**src/rtl/mits_pkg.sv**
```systemverilog
// shared types and constants for the moving-inversions memory test sequencer
// no dependencies; used by the top level and its port checker

package mits_pkg;

  localparam int unsigned WordAddrBits  = 28;
  localparam int unsigned MaxLineWords  = 32;
  localparam int unsigned AddrW         = WordAddrBits;
  localparam int unsigned DataW         = 64;
  localparam int unsigned CfgIdxW       = 3;

  // configuration register indexes
  localparam logic [CfgIdxW-1:0] CfgBase    = 3'd0;
  localparam logic [CfgIdxW-1:0] CfgLength  = 3'd1;
  localparam logic [CfgIdxW-1:0] CfgSpan    = 3'd2;
  localparam logic [CfgIdxW-1:0] CfgLine    = 3'd3;
  localparam logic [CfgIdxW-1:0] CfgPattern = 3'd4;
  localparam logic [CfgIdxW-1:0] CfgRotate  = 3'd5;
  localparam logic [CfgIdxW-1:0] CfgSweep   = 3'd6;

  // input op codes
  localparam logic OpStart = 1'b0;
  localparam logic OpBeat  = 1'b1;

  // test phases
  localparam logic [1:0] PhIdle = 2'd0;
  localparam logic [1:0] PhFill = 2'd1;
  localparam logic [1:0] PhAsc  = 2'd2;
  localparam logic [1:0] PhDesc = 2'd3;

  localparam logic [5:0] LastPass = 6'd63;

  typedef struct packed {
    logic             op;
    logic [DataW-1:0] read_data;
  } mits_in_t;

  typedef struct packed {
    logic [AddrW-1:0] address;
    logic [DataW-1:0] write_data;
    logic             check_read;
    logic             done_res;
    logic             failed;
    logic [AddrW-1:0] fail_address;
  } mits_res_t;

endpackage

```
**src/rtl/moving_inversions_mem_test_seq.sv**
```systemverilog
// moving-inversions memory test sequencer, top level
// depends on mits_pkg; checked by mits_checker through a bind
//
//   channel  | direction | handshake               | beat
//   ---------+-----------+-------------------------+------------------------
//   in       | input     | in_valid_i / in_stall_o | mits_in_t (op, read data)
//   out      | output    | out_valid_o/out_stall_i | mits_res_t (next access)
//   cfg      | input     | cfg_we_i                | index + 64-bit data
//
// one beat per cycle while in_stall_o is low: each accepted input beat writes its
// result into the output buffer at the next edge, behind any result still waiting.
// the two-entry output buffer takes a new beat while one result still waits;
// in_stall_o rises only when both entries are full.
// reset clears the test state to done and loads the register defaults.

module moving_inversions_mem_test_seq
  import mits_pkg::*;
#(
  parameter int unsigned MAX_LINE_WORDS = MaxLineWords
) (
  input  logic                clk_i,
  input  logic                rst_ni,
  input  logic                in_valid_i,
  output logic                in_stall_o,
  input  mits_in_t            in_data_i,
  output logic                out_valid_o,
  input  logic                out_stall_i,
  output mits_res_t           out_data_o,
  input  logic                cfg_we_i,
  input  logic [CfgIdxW-1:0]  cfg_index_i,
  input  logic [DataW-1:0]    cfg_wdata_i
);

  localparam int unsigned WicW = $clog2(MAX_LINE_WORDS + 1);
  localparam logic [WicW-1:0] LineMax = WicW'(MAX_LINE_WORDS);

  function automatic logic [DataW-1:0] rotl1(input logic [DataW-1:0] x);
    rotl1 = {x[DataW-2:0], x[DataW-1]};
  endfunction

  function automatic logic [DataW-1:0] rotr1(input logic [DataW-1:0] x);
    rotr1 = {x[0], x[DataW-1:1]};
  endfunction

  // configuration registers
  logic [AddrW-1:0] cfg_base_q, cfg_len_q, cfg_span_q;
  logic [5:0]       cfg_line_q;
  logic [DataW-1:0] cfg_pat_q;
  logic             cfg_rot_q, cfg_sweep_q;

  always_ff @(posedge clk_i or negedge rst_ni) begin
    if (!rst_ni) begin
      cfg_base_q  <= '0;
      cfg_len_q   <= '0;
      cfg_span_q  <= AddrW'(8);
      cfg_line_q  <= 6'd8;
      cfg_pat_q   <= '0;
      cfg_rot_q   <= 1'b0;
      cfg_sweep_q <= 1'b0;
    end else if (cfg_we_i) begin
      case (cfg_index_i)
        CfgBase:    cfg_base_q  <= cfg_wdata_i[AddrW-1:0];
        CfgLength:  cfg_len_q   <= cfg_wdata_i[AddrW-1:0];
        CfgSpan:    cfg_span_q  <= cfg_wdata_i[AddrW-1:0];
        CfgLine:    cfg_line_q  <= cfg_wdata_i[5:0];
        CfgPattern: cfg_pat_q   <= cfg_wdata_i;
        CfgRotate:  cfg_rot_q   <= cfg_wdata_i[0];
        CfgSweep:   cfg_sweep_q <= cfg_wdata_i[0];
        default: ;
      endcase
    end
  end

  // run copies and test state
  logic [AddrW-1:0] run_base_q, run_len_q, run_span_q;
  logic [WicW-1:0]  run_line_q;
  logic [DataW-1:0] run_pat_q;
  logic             run_rot_q, run_sweep_q;
  logic [1:0]       phase_q, phase_d;
  logic [5:0]       pass_q, pass_d;
  logic [AddrW-1:0] cs_q, cs_d;
  logic [WicW-1:0]  wic_q, wic_d;
  logic [DataW-1:0] cp_q, cp_d, ev_q, ev_d;
  logic             cpend_q, cpend_d, fail_q, fail_d;
  logic [AddrW-1:0] pa_q, pa_d;

  // output buffer
  mits_res_t  s0_q, s0_d, s1_q, s1_d, res;
  logic [1:0] cnt_q, cnt_d;
  logic       push, pop, start;

  // effective run parameters and state ahead of the issue step
  logic [AddrW-1:0] r_base, r_len, r_span, cs;
  logic [WicW-1:0]  r_line, cfg_line_c, wic, cw;
  logic [DataW-1:0] r_pat, cp, ev;
  logic             r_rot, r_sweep, fl, cpend;
  logic [1:0]       ph;
  logic [5:0]       pi;
  logic [AddrW-1:0] pa, rem;
  logic [AddrW:0]   nxt_cs;
  logic             has_next;

  // issue step
  logic             do_fa, do_d, chk;
  logic [1:0]       fa_ph;
  logic [AddrW-1:0] fa_cs, d_cs, acc_cs;
  logic [WicW-1:0]  fa_off, d_off, acc_off;
  logic [DataW-1:0] fa_b, rp, wd;
  logic [AddrW+1:0] sum;
  logic [AddrW-1:0] acc_addr;

  assign push        = in_valid_i && !in_stall_o;
  assign pop         = out_valid_o && !out_stall_i;
  assign start       = in_data_i.op == OpStart;
  assign in_stall_o  = cnt_q == 2'd2;
  assign out_valid_o = cnt_q != 2'd0;
  assign out_data_o  = s0_q;

  always_comb begin
    if (cfg_line_q == 6'd0) begin
      cfg_line_c = WicW'(1);
    end else if (32'(cfg_line_q) > MAX_LINE_WORDS) begin
      cfg_line_c = LineMax;
    end else begin
      cfg_line_c = WicW'(cfg_line_q);
    end
  end

  always_comb begin
    r_base  = run_base_q;
    r_len   = run_len_q;
    r_span  = run_span_q;
    r_line  = run_line_q;
    r_pat   = run_pat_q;
    r_rot   = run_rot_q;
    r_sweep = run_sweep_q;
    ph      = phase_q;
    pi      = pass_q;
    cs      = cs_q;
    wic     = wic_q;
    cp      = cp_q;
    ev      = ev_q;
    fl      = fail_q;
    pa      = pa_q;
    cpend   = cpend_q;
    if (start) begin
      r_base  = cfg_base_q;
      r_len   = cfg_len_q;
      r_line  = cfg_line_c;
      r_span  = (cfg_span_q < AddrW'(cfg_line_c)) ? AddrW'(cfg_line_c) : cfg_span_q;
      r_pat   = cfg_pat_q;
      r_sweep = cfg_sweep_q;
      r_rot   = cfg_sweep_q || cfg_rot_q;
      fl      = 1'b0;
      cpend   = 1'b0;
      pa      = '0;
      ev      = '0;
      pi      = '0;
      cs      = '0;
      wic     = '0;
      cp      = cfg_sweep_q ? DataW'(1) : cfg_pat_q;
      ph      = (cfg_len_q == '0) ? PhIdle : PhFill;
    end else if (ph != PhIdle && cpend && in_data_i.read_data != ev) begin
      fl = 1'b1;
      ph = PhIdle;
    end

    rem      = r_len - cs;
    cw       = (rem < AddrW'(r_line)) ? WicW'(rem) : r_line;
    nxt_cs   = {1'b0, cs} + {1'b0, r_span};
    has_next = nxt_cs < {1'b0, r_len};

    do_fa  = 1'b0;
    do_d   = 1'b0;
    fa_ph  = ph;
    fa_cs  = cs;
    fa_off = wic;
    fa_b   = cp;
    d_cs   = cs;
    d_off  = wic - WicW'(1);
    pass_d = pi;
    case (ph)
      PhFill, PhAsc: begin
        if (wic < cw) begin
          do_fa = 1'b1;
        end else if (has_next) begin
          do_fa  = 1'b1;
          fa_cs  = nxt_cs[AddrW-1:0];
          fa_off = '0;
        end else if (ph == PhFill) begin
          do_fa  = 1'b1;
          fa_ph  = PhAsc;
          fa_cs  = '0;
          fa_off = '0;
          fa_b   = r_sweep ? (DataW'(1) << pi) : r_pat;
        end else begin
          do_d  = 1'b1;
          d_off = cw - WicW'(1);
        end
      end
      PhDesc: begin
        if (wic != '0) begin
          do_d = 1'b1;
        end else if (cs >= r_span) begin
          do_d  = 1'b1;
          d_cs  = cs - r_span;
          d_off = r_line - WicW'(1);
        end else if (r_sweep && pi != LastPass) begin
          pass_d = pi + 6'd1;
          do_fa  = 1'b1;
          fa_ph  = PhFill;
          fa_cs  = '0;
          fa_off = '0;
          fa_b   = DataW'(1) << pass_d;
        end
      end
      default: ;
    endcase

    phase_d = PhIdle;
    cs_d    = cs;
    wic_d   = wic;
    cp_d    = cp;
    ev_d    = ev;
    rp      = r_rot ? rotr1(cp) : cp;
    acc_cs  = fa_cs;
    acc_off = fa_off;
    wd      = fa_b;
    chk     = 1'b0;
    if (do_fa) begin
      phase_d = fa_ph;
      cs_d    = fa_cs;
      wic_d   = fa_off + WicW'(1);
      cp_d    = r_rot ? rotl1(fa_b) : fa_b;
      if (fa_ph == PhAsc) begin
        ev_d = fa_b;
        wd   = ~fa_b;
        chk  = 1'b1;
      end
    end else if (do_d) begin
      phase_d = PhDesc;
      cs_d    = d_cs;
      wic_d   = d_off;
      cp_d    = rp;
      ev_d    = ~rp;
      acc_cs  = d_cs;
      acc_off = d_off;
      wd      = rp;
      chk     = 1'b1;
    end

    sum      = {2'b0, r_base} + {2'b0, acc_cs} + (AddrW+2)'(acc_off);
    acc_addr = sum[AddrW-1:0];

    res  = '0;
    fail_d = fl;
    if (do_fa || do_d) begin
      cpend_d        = chk;
      pa_d           = acc_addr;
      res.address    = acc_addr;
      res.write_data = wd;
      res.check_read = chk;
    end else begin
      cpend_d          = 1'b0;
      pa_d             = pa;
      res.done_res     = 1'b1;
      res.failed       = fl;
      res.fail_address = fl ? pa : '0;
    end
  end

  always_ff @(posedge clk_i or negedge rst_ni) begin
    if (!rst_ni) begin
      run_base_q  <= '0;
      run_len_q   <= '0;
      run_span_q  <= AddrW'(1);
      run_line_q  <= WicW'(1);
      run_pat_q   <= '0;
      run_rot_q   <= 1'b0;
      run_sweep_q <= 1'b0;
      phase_q     <= PhIdle;
      pass_q      <= '0;
      cs_q        <= '0;
      wic_q       <= '0;
      cp_q        <= '0;
      ev_q        <= '0;
      cpend_q     <= 1'b0;
      fail_q      <= 1'b0;
      pa_q        <= '0;
    end else if (push) begin
      run_base_q  <= r_base;
      run_len_q   <= r_len;
      run_span_q  <= r_span;
      run_line_q  <= r_line;
      run_pat_q   <= r_pat;
      run_rot_q   <= r_rot;
      run_sweep_q <= r_sweep;
      phase_q     <= phase_d;
      pass_q      <= pass_d;
      cs_q        <= cs_d;
      wic_q       <= wic_d;
      cp_q        <= cp_d;
      ev_q        <= ev_d;
      cpend_q     <= cpend_d;
      fail_q      <= fail_d;
      pa_q        <= pa_d;
    end
  end

  // two-entry output buffer, head in s0
  always_comb begin
    cnt_d = cnt_q + {1'b0, push} - {1'b0, pop};
    s0_d  = s0_q;
    s1_d  = s1_q;
    if (pop && cnt_q == 2'd2) begin
      s0_d = s1_q;
    end else if ((pop || cnt_q == 2'd0) && push) begin
      s0_d = res;
    end
    if (push && !pop && cnt_q == 2'd1) begin
      s1_d = res;
    end
  end

  always_ff @(posedge clk_i or negedge rst_ni) begin
    if (!rst_ni) begin
      cnt_q <= '0;
    end else begin
      cnt_q <= cnt_d;
    end
  end

  always_ff @(posedge clk_i) begin
    s0_q <= s0_d;
    s1_q <= s1_d;
  end

endmodule

```
**config.mk**
```make
export PLATFORM = sky130hd
export DESIGN_NAME = moving_inversions_mem_test_seq
export DESIGN_NICKNAME = d
export VERILOG_FILES = /design/src/rtl/mits_pkg.sv /design/src/rtl/moving_inversions_mem_test_seq.sv
export SDC_FILE = /design/constraint.sdc
export NUM_CORES = 2
export LEC_CHECK = 0
export BUFFER_PORTS_ARGS = -buffer_cell sky130_fd_sc_hd__buf_2
export CORE_MARGIN = 2
export CORE_UTILIZATION = 50
export CTS_BUF_LIST = sky130_fd_sc_hd__clkbuf_2
export DETAILED_ROUTE_END_ITERATION = 7
export PLACE_DENSITY = 0.67
export REMOVE_ABC_BUFFERS = 1
export SETUP_SLACK_MARGIN = 0.02
export SLEW_MARGIN = 20
export SYNTH_ARGS = -nofsm -noshare
export SYNTH_HDL_FRONTEND = slang
export SYNTH_SLANG_ARGS = --single-unit
```
**constraint.sdc**
```tcl
create_clock -name clk_i -period 36.1 [get_ports clk_i]
set_clock_uncertainty 0.05 [all_clocks]
set_input_delay 7.22 -clock clk_i [delete_from_list [all_inputs] [get_ports clk_i]]
set_output_delay 7.22 -clock clk_i [all_outputs]
set_load 0.05 [all_outputs]
```
After elaboration in Yosys (flattened, before gate mapping)
Cells that the tools add are included.
{ "classes": {"n_reduce_logical": 31, "eq_ne": 14, "n_shift": 2, "n_lt_le_gt_ge": 6, "bitwise": 2, "mux": 108, "addsub": 12} }
{ "ops": {"columns": ["op", "count"], "rows": [
  ["$mux W64", 21],
  ["$mux W28", 21],
  ["$mux W123", 2],
  ["$mux W6", 25],
  ["$not A64 Y64", 2],
  ["$pmux W64 S2", 1],
  ["$shl A1 B6 Y64 const A", 2],
  ["$mux W93", 1],
  ["$ne A64 B64 Y1", 1],
  ["$lt A28 B6 Y1", 2],
  ["$pmux W28 S2", 1],
  ["$sub A28 B28 Y28", 2],
  ["$mux W30", 1],
  ["$add A28 B28 Y29", 1],
  ["$lt A29 B28 Y1", 1],
  ["$add A28 B28 Y28", 1],
  ["$add A28 B6 Y28", 1],
  ["$ge A28 B28 Y1", 1],
  ["$logic_not A28 Y1", 1],
  ["$pmux W6 S2", 2],
  ["$mux W1", 20],
  ["$mux W2", 10],
  ["$sub A6 B1 Y6 const B", 3],
  ["$reduce_and A2 Y1", 7],
  ["22 further kinds", 45]
]} }
{ "totals": {"reg_bits": 760, "out_inout_bits": 125} }

Depth between registers and ports, before layout
{ "depth": {"depth_word": 18, "ltp_mapped": 63} }

Least setup slack after synthesis
No wires, ideal clock.
{ "synth_path": {"path_kind": "input to register", "startpoint": "input port in_data_i[64] (netlist name)", "endpoint": "register s0_q (netlist bit out_data_o[121]), data pin", "setup_ns": 0.256, "setup_slack_ns": 16.269, "path_stages": 55, "t_arrival_ns": 19.524, "required_ns": 35.794, "cell_sequence": "buf_2 buf_1 clkbuf_1 buf_1 clkbuf_1 buf_1 clkbuf_1 clkbuf_1 clkbuf_1 mux2i_1 inv_1 fa_1 a21oi_1 o21ai_0 xor2_1 ha_1 a21o_1 nand2_1 [... 19 more ...] clkbuf_1 o21ai_0 fa_1 ha_1 a21o_1 a21o_1 a2111oi_0 o21ai_0 a31oi_1 nand3_1 a31oi_1 nor2b_1 o21ai_0 a21oi_1 a31oi_1 o21ai_0 xor2_1 a22o_1"} }
{ "synth_lines": {"columns": ["item", "line_no", "text"], "rows": [
  ["from (decl)", "moving_inversions_mem_test_seq.sv:25", "input mits_in_t in_data_i,"],
  ["to (signal assigned)", "moving_inversions_mem_test_seq.sv:334", "s0_q <= s0_d;"],
  ["to (decl)", "moving_inversions_mem_test_seq.sv:88", "mits_res_t s0_q, s0_d, s1_q, s1_d, res;"]
]} }

==> results.ini <==
[run_status]
status = finished with violations
violations = design-rule violations

[floorplanning]
die_area_um2 = 100800
core_um2 = 97840
fp-row-count = 115
pin_count = 262
start_util_pct = 50.24
die_h_um = 317.5
die_w_um = 317.5

[clock_network]
numCtsBuffers = 200
cts.path.max_buffers = 3
ctsHoldBuffers = 0
ctsResizeCount = 0
htreeDepth = 4
cts_sinks = 760
cts_tree = built
cts.reportedPaths.clkPinSlew_ns = 0.12
cts-root-buf = clkbuf_2
postCtsSetupRepairBufs = 0
clk_latency_ns = 1.66

[global_route]
grt_pass1_vias = 43657
grt_pass1_wl_um = 296300
track_usage_pct = 39.37
grt_max_degree = 158
grt-ovfl-total = 0
antenna_found_initial = 9

[route]
drc_errors = 12
drt_pass1_iterations = 8
drt-initial-drc-count = 6856
routed_wl_um = 203400
wl_per_cell_um = 29.35
viasPerCell = 6.676
ant_nets = 0
via_count = 46255

[setup_path]
arrival_ns = 20.70
required_ns = 37.37
cpMostUsedCell = a21oi_1
crit_path_max_incr_delay_ns = 0.76
path_max_fanout = 51
cp-start-kind = primary input
crit_type = primary input to flop
cp-end-kind = flop
critPathSlowestCell = nor3b_1

[sta]
fin_ws_ns = 16.67
tns_ns = 0
fin_crit_ns = 19.43
rsz0062_at_grt = no
finalSetupViolCount = 0
hold_viol = 0
clock.fmax_mhz = 51.46
max-slew-margin-rel_pct = 18.23
period_share_pct = 53.83
drv_slew = 0
worstMarginPinSlew_ns = 1.225

[yosys]
yosys.area.top_type_share_pct = 25.96
synth-edff-count = 246
yosysUniqueCellTypes = 97
synthMostInstantiatedCell = nand2_1
syn_inst = 5258
ys_async_sr_fraction_pct = 67.63
yosysTopAreaCell = dfrtp_1
yosys-top-cells-area = dfrtp_1 (26%), edfxtp_1 (15%), mux2_2 (7.9%)
ys_seq_area_share_pct = 41.21
yosys_warnings = 0
synthFlopType = dfrtp_1
syn_area_um2 = 49150
syn_area_per_cell_um2 = 9.349
synth_common_cells = nand2_1 (645), dfrtp_1 (510), nor2_1 (408)
ys_ff_latch = 760

[pwr]
ir_drop_uv = 56.33
power.share.sequential_pct = 27.2
power_switching_share_pct = 52.35
p_int_mw = 2.567
p_switching_mw = 2.820
comb_power_share_pct = 60.5
pwr-share-clk_pct = 12.3
leakagePower_nw = 23.28
power.density_nw_per_um2 = 100.3

[placed_design]
gp_congestion = 1.074
port_buffers = 261
place_ws_ns = 15.49
hpwl_um = 142800

[final_layout]
drive_gt1_share_pct = 20.27
areaGrowthSynthToFinish_pct = 9.253
area.sequential_um2 = 20260
multi_input_area_um2 = 26970
fin_nets = 5800
fillerInstances = 9007

[worst_hold_path]
hp-class = flop to flop

[run]
max-cap-violations = 0

==> critical path, delay by kind of cell <==
| kind | cells | cell delay, ns |
|---|---|---|
| AO/OA/AOI/OAI | 28 | 6.15 |
| buffers and inverters | 9 | 2.17 |
| adder cells (fa/ha/maj) | 6 | 1.96 |
| multiplexers | 1 | 0.30 |
| AND/OR/NAND/NOR | 7 | 2.11 |
| XOR/XNOR | 3 | 0.64 |
==> final cells by class <==
| type | count | area share [%] |
|---|---|---|
| Sequential cell | 760 | 37.72 |
| Clock buffer | 295 | 2.749 |
| Timing Repair Buffer | 373 | 4.059 |
| Antenna cell | 9 | 0.04194 |
| Clock inverter | 76 | 0.9529 |
| Inverter | 179 | 1.263 |
| Multi-Input combinational cell | 3950 | 50.22 |
| Tap cell | 1287 | 2.999 |
==> flip-flops by register name, summed over array words and instances, names as in the netlist, 64 cells and up <==
signal and flops:
cfg_pat_q 64, cp_q 64, ev_q 64, out_data_o 123, run_pat_q 64, s1_q 123
==> kinds of logic (layout without fill, tap and decap cells) <==
| kind of cell | count (synthesis) | after routing | synth area share, % |
|---|---|---|---|
| xor+xnor | 180 | 180 | 3.207 |
| mux | 508 | 508 | 11.23 |
| simple gates | 1585 | 1585 | 14.64 |
| fa+ha+maj | 199 | 199 | 5.218 |
| buf+inv | 548 | 923 | 4.360 |
| compound gates | 1478 | 1478 | 20.14 |
| flops | 760 | 760 | 41.21 |
| other cells | 0 | 9 | 0 |
==> per-layer routing <==
metal	up-vias	part of all wire (%)	GRT usage [%]
li1	19871	-	-
met1	22440	39	52.47
met2	3270	42	57.42
met3	670	13	12.27
met4	4	5.7	20.62
met5	-	0.013	0
==> power groups by stage <==
| stage | Clock, mW | Combinational [mW] | Sequential, mW |
|---|---|---|---|
| 3_5_place_dp | 0 | 3.13 | 1.47 |
| 2_1_floorplan | 0 | 1.88 | 1.66 |
| 5_1_grt | 0.718 | 3.43 | 1.49 |
| 6_report | 0.665 | 3.26 | 1.46 |
| 3_3_place_gp | 0 | 3.11 | 1.46 |
| 4_1_cts | 0.674 | 3.14 | 1.46 |
==> path summary, 6_finish.rpt <==
path / from / endpoint / slack (ns) / depth (start not counted)
hold reg to reg: s1_q[106] / out_data_o[106] / 0.36 / 2
max in group asynchronous: rst_ni / cfg_span_q[7] / 27.31 / 4
setup reg to reg: cfg_line_q[5] / out_data_o[122] / 20.70 / 58
min in group asynchronous: rst_ni / cfg_pat_q[33] / 5.55 / 1
setup / recovery: in_data_i[64] / out_data_o[122] / 16.67 / 54
hold / removal: s1_q[106] / out_data_o[106] / 0.36 / 2
==> metrics by stage <==
stage	cell area (um2)	hold WS, ns	total power, mW	instances	utilization, %
3_5_place_dp	51680	0.4130	4.601	6549	52.82
4_1_cts	53670	0.3494	5.273	6920	54.85
5_1_grt	53690	0.3749	5.635	6925	54.88
6_report	53700	0.3585	5.387	6929	54.89
3_3_place_gp	51670	0.4090	4.569	6549	52.81
2_1_floorplan	47680	0.3902	3.536	4889	-
==> placed cells by master, fill, tap and decap left out, types with 25 or more instances in the layout <==
cell	instances
mux2_2	347
a31oi_1	42
o22ai_1	59
xor2_1	31
a22oi_1	66
or3_1	45
a32o_1	50
o211ai_1	41
xnor2_1	149
nand2b_1	39
edfxtp_1	246
ha_1	188
nand3_1	73
nand2_1	640
nor3_1	91
o221ai_1	47
buf_2	259
a221o_1	38
clkbuf_2	295
o21ai_0	315
nand4_1	52
and3_1	69
inv_1	175
dfrtp_1	509
o21a_1	35
a21o_1	51
buf_4	111
a22o_1	42
a21oi_1	381
and2_1	53
nor4_1	25
mux2i_1	160
nor2_1	400
o31ai_1	40
a211oi_1	36
clkinv_1	52
Power figures use the tool's default switching activity.
